===== src/rtl/core/isp_pkg.sv =====
package isp_pkg;

	localparam int unsigned CFG_INDEX_W = 3;
	localparam int unsigned CFG_DATA_W  = 24;

	localparam logic [CFG_INDEX_W-1:0] REG_AXIS_MODE     = 3'd0;
	localparam logic [CFG_INDEX_W-1:0] REG_SHEAR_COEF    = 3'd1;
	localparam logic [CFG_INDEX_W-1:0] REG_SOURCE_LEFT   = 3'd2;
	localparam logic [CFG_INDEX_W-1:0] REG_SOURCE_TOP    = 3'd3;
	localparam logic [CFG_INDEX_W-1:0] REG_SOURCE_WIDTH  = 3'd4;
	localparam logic [CFG_INDEX_W-1:0] REG_SOURCE_HEIGHT = 3'd5;
	localparam logic [CFG_INDEX_W-1:0] REG_OUTPUT_LEFT   = 3'd6;
	localparam logic [CFG_INDEX_W-1:0] REG_OUTPUT_TOP    = 3'd7;

	localparam logic KIND_LOAD = 1'b0;
	localparam logic KIND_READ = 1'b1;
	localparam logic AXIS_X    = 1'b0;
	localparam logic AXIS_Y    = 1'b1;

	// coordinate widths: far axis after the 24-bit fraction drop plus offset
	localparam int unsigned COORD_W = 23;
	localparam int unsigned NEAR_W  = 18;

	typedef struct packed {
		logic               axis_mode;
		logic signed [17:0] shear_coefficient;
		logic signed [23:0] source_left;
		logic signed [23:0] source_top;
		logic        [8:0]  source_width;
		logic        [8:0]  source_height;
		logic signed [15:0] output_left;
		logic signed [15:0] output_top;
	} cfg_t;

endpackage


===== src/rtl/core/isp_map.sv =====
module isp_map import isp_pkg::*; (
	input  logic                      clk,
	input  logic                      arst_n,
	input  logic                      advance,
	input  cfg_t                      cfg,
	input  logic                      start,
	input  logic [11:0]               column,
	input  logic [11:0]               row,
	output logic                      valid_s3,
	output logic signed [COORD_W-1:0] far_s3,
	output logic signed [NEAR_W-1:0]  near_s3
);

	logic                valid_s1, valid_s2;
	logic signed [16:0]  along_s1;
	logic [11:0]         offset_s1, offset_s2;
	logic signed [42:0]  prod_s2;
	logic signed [NEAR_W-1:0] near_s2;

	logic signed [16:0]  along_next;
	logic [11:0]         offset_next;
	logic signed [24:0]  along8;
	logic signed [23:0]  src_along, src_across;
	logic signed [15:0]  across_base;
	logic signed [24:0]  across8;
	logic signed [25:0]  near_diff;
	logic signed [45:0]  base;
	logic signed [45:0]  start24;
	logic signed [COORD_W-1:0] far_next;

	always_comb begin
		if (cfg.axis_mode == AXIS_X) begin
			along_next  = 17'(cfg.output_top) + $signed({5'd0, row});
			offset_next = column;
			src_along   = cfg.source_top;
			src_across  = cfg.source_left;
			across_base = cfg.output_left;
		end else begin
			along_next  = 17'(cfg.output_left) + $signed({5'd0, column});
			offset_next = row;
			src_along   = cfg.source_left;
			src_across  = cfg.source_top;
			across_base = cfg.output_top;
		end
		along8    = $signed({along_s1, 8'h80});
		near_diff = 26'(along8) - 26'(src_along);
		across8   = $signed({across_base, 8'h80});
		// the user must keep config put while items are in flight (the block does not enforce it), so this term is static
		base      = (46'(across8) - 46'(src_across)) <<< 16;
		start24   = base - 46'(prod_s2);
		far_next  = COORD_W'($signed(start24[45:24]))
			+ COORD_W'($signed({11'd0, offset_s2}));
	end

	always_ff @(posedge clk or negedge arst_n) begin
		if (!arst_n) begin
			valid_s1 <= 1'b0;
			valid_s2 <= 1'b0;
			valid_s3 <= 1'b0;
		end else if (advance) begin
			valid_s1 <= start;
			valid_s2 <= valid_s1;
			valid_s3 <= valid_s2;
		end
	end

	always_ff @(posedge clk) begin
		if (advance) begin
			along_s1  <= along_next;
			offset_s1 <= offset_next;
			prod_s2   <= 43'(cfg.shear_coefficient) * 43'(along8);
			near_s2   <= near_diff[25:8];
			offset_s2 <= offset_s1;
			far_s3    <= far_next;
			near_s3   <= near_s2;
		end
	end

endmodule

===== config.mk =====
export PLATFORM = sky130hd
export DESIGN_NAME = isp_map
export DESIGN_NICKNAME = d
export VERILOG_FILES = /design/src/rtl/core/isp_pkg.sv /design/src/rtl/core/isp_map.sv
export SDC_FILE = /design/constraint.sdc
export NUM_CORES = 1
export LEC_CHECK = 0
export ABC_AREA = 1
export ABC_CLOCK_PERIOD_IN_PS = 19300
export BUFFER_PORTS_ARGS = -buffer_cell sky130_fd_sc_hd__buf_2
export CORE_MARGIN = 10
export CORE_UTILIZATION = 40
export CTS_CLUSTER_DIAMETER = 80
export DETAILED_ROUTE_END_ITERATION = 10
export GPL_TIMING_DRIVEN = 0
export PLACE_DENSITY = 0.57
export REMOVE_ABC_BUFFERS = 1
export SYNTH_ARGS = -nofsm -noshare
export SYNTH_HDL_FRONTEND = slang
export SYNTH_SLANG_ARGS = --single-unit

===== constraint.sdc =====
create_clock -name clk -period 19.3 [get_ports clk]
set_input_delay 0.965 -clock clk [delete_from_list [all_inputs] [get_ports clk]]
set_output_delay 0.965 -clock clk [all_outputs]
set_load 0.02 [all_outputs]

==> metrics.csv <==
metric,value,unit
Avg Inst Size Synth,7.81,um^2
CP Capture Type,flip-flop,
core area,58000,um^2
Tcrit/Tclk final,0.388,
root buffer cell,clkbuf_16,
initial antenna violation count,2,
final net count,3779,
total CTS buffers,17,
Critical R2R Capture,prod_s2[40]$_DFFE_PP_,
number of synthesized flops with an enable pin,134,
Post-Syn Area,23500,um^2
crit path launch type,flip-flop,
async set-reset flop share out of synthesis,0.0219,
final setup margin,11.81,ns
clk slew on worst S/H paths,0.07,ns
"slowest stage delay, CP",1.24,ns
drt wl/cell,17.6,um
Die Area,68900,um^2
layout cells sized above 1,0.0797,
Layout Skew,0.0147,ns
Rows,88,
first-pass GRT wire length,110000,um
Max Clk Rate,0.134,GHz
"non-filler cells, final",3890,
setup violators final,0,
"commonest non-fill, non-tap cell in the layout",nand2_1,
CTS resizes,0,
RR Startpoint,along_s1[2]$_DFFE_PP_,
Hold WC Path Type,input pin to asynchronous set/reset pin,
"Hold Vio Cnt, Final",0,
residual DRC count,0,
top cell family by delay on the critical path,adder cells,
hold buffer count at cts,0,
Placed Cells incl. Taps,3858,
area grow syn2layout,9.08,%
grt total ovfl,0,
via/cell ratio,4.95,
H-tree depth,4,
crit-path cells,nand2_1 -> fa_1 -> inv_1 -> fa_1 -> fa_1 -> fa_1 -> fa_1 -> inv_1 -> fa_1 -> inv_1 -> ha_1 -> nand2_1 -> nor3_1 -> nand3_1 -> nand3_1 -> nand3_1 -> nand2_1 -> nand2_1 -> nand2_1 -> xor2_1,
min Tclk post-route,7.49,ns
most frequent cell on the critical path,fa_1,
post-route ant nets,0,
"Distinct cells, synth",52,
Setup TNS Final,0,ns
vias in the first global route,20300,
Starting Density,0.406,
FF-to-FF setup slack,11.81,ns
Post-CTS Setup Bufs,0,
Max clock buf depth,2,
RSZ-0062 raised after global routing,false,
largest net degree at the start of global routing,88,
vias,19200,
Hold WS,0.296,ns
ant diodes,0,
router iterations before antenna repair,7,
CTS tree,done,
Slew Limit Fails,0,
CP max stage cell,edfxtp_1,
Crit Path Max Fanout,19,
DP Wirelength,56500,um
worst skew pair latency,0.45,ns
gr usage total,0.199,
slew of the pin with the lowest slew margin,1.40,ns
reg2reg path depth,20,
Initial DRC Count,1286,
main flop type after synthesis,edfxtp_1,
outcome,completed,
Gate Count Post-Synth,3013,
worst relative slew slack,0.0646,
Syn. warnings,0,
total wire length,68300,um
WP buf/inv,3,
most frequent cells in the layout,"nand2_1 (767), inv_1 (740), fa_1 (332)",
Num Clock Sinks,137,
WS Path Type,flip-flop to flip-flop,
Filler Cells Inserted,5902,
Synth Register Bits,137,
"Arr. time, crit path",7.67,ns
IO Port Bufs,168,
Worst Path Required,19.49,ns
IO Pins,187,
"Seq/Total Area, Yosys",0.174,
Setup WS pre-CTS,11.82,ns
die width,263,um
GP Congestion,0.903,
Die Span Y,263,um
max cap viols,0,
worst max path at each step:
stage,from,to,slack (ns),cells past startpoint
6_report,along_s1[2]$_DFFE_PP_,prod_s2[40]$_DFFE_PP_,11.81,20
5_1_grt,along_s1[2]$_DFFE_PP_,prod_s2[40]$_DFFE_PP_,11.49,20
4_1_cts,along_s1[2]$_DFFE_PP_,prod_s2[40]$_DFFE_PP_,11.83,20
3_5_place_dp,cfg[115],prod_s2[40]$_DFFE_PP_,11.82,21
3_3_place_gp,cfg[116],far_s3[18]$_DFFE_PP_,9.87,27
2_1_floorplan,cfg[115],prod_s2[40]$_DFFE_PP_,13.04,20
per-layer routing:
metal,part of all wire,global-route usage,vias to the layer above
met2,0.49,0.343,457
li1,-,-,9344
met4,0.010,0.0307,2
met1,0.46,0.266,9387
met3,0.045,0.0259,49
met5,0.00013,0,-
metrics by stage:
step,cell area (um^2),utilization
final,25700,0.442
after global routing,25700,0.442
after detailed placement,25000,0.432
after CTS,25700,0.442
after floorplan,23200,-
after global placement,25000,0.430
cell type report:
cell class              count  area [um^2]  area share
well taps                 765          957      0.0373
clock inverters            15          205     0.00799
repair buffers            171          925      0.0360
flip-flops and latches    137         4100       0.160
inverters                 745         2800       0.109
clock buffers              17          425      0.0166
multi-input cells        2040        16300       0.634
registers in the layout, indices dropped and copies added (netlist names):
| signal | flops |
|---|---|
| along_s1 | 17 |
| offset_s2 | 12 |
| valid_s3 | 1 |
| offset_s1 | 12 |
| near_s2 | 18 |
| near_s3 | 18 |
| prod_s2 | 36 |
| valid_s2 | 1 |
| far_s3 | 21 |
| valid_s1 | 1 |
synth_stat cells, types with 2 or more instances:
cell type | n | area [um^2]
a211oi_1 | 4 | 30.0
a21boi_0 | 6 | 45.0
a21o_1 | 13 | 97.6
a21oi_1 | 144 | 721
a221oi_1 | 4 | 35.0
a31oi_1 | 10 | 62.6
buf_1 | 5 | 18.8
buf_4 | 3 | 22.5
buf_6 | 3 | 33.8
clkbuf_1 | 79 | 297
dfrtp_1 | 3 | 75.1
edfxtp_1 | 134 | 4020
fa_1 | 332 | 6650
ha_1 | 190 | 2380
inv_1 | 741 | 2780
inv_2 | 4 | 15.0
nand2_1 | 767 | 2880
nand2_2 | 7 | 43.8
nand2_4 | 2 | 22.5
nand3_1 | 69 | 345
nand3b_1 | 2 | 15.0
nand4_1 | 19 | 119
nor2_1 | 133 | 499
nor2_2 | 7 | 43.8
nor2_4 | 4 | 45.0
nor3_1 | 20 | 100
nor3b_1 | 2 | 15.0
nor4_1 | 7 | 43.8
o2111ai_1 | 2 | 17.5
o21a_1 | 6 | 45.0
o21ai_0 | 119 | 596
o21ai_1 | 20 | 100
o21ai_2 | 9 | 78.8
o21ai_4 | 2 | 32.5
o21bai_1 | 11 | 82.6
o31ai_1 | 2 | 15.0
or2_2 | 5 | 31.3
xnor2_1 | 39 | 342
xor2_1 | 71 | 622
cell families after synthesis:
family                     after synthesis  share of synthesized area
AOI/OAI and AO/OA                      359                     0.0858
xor gates and xnor gates               111                     0.0416
adders and majority gates              522                      0.383
buffers and inverters                  836                      0.135
DFF                                    137                      0.174
muxes                                    2                   0.000904
and+or+nand+nor                       1046                      0.179
Power is not shown: default switching activity piles up to over one toggle a cycle in this logic, so the estimate is an artifact.
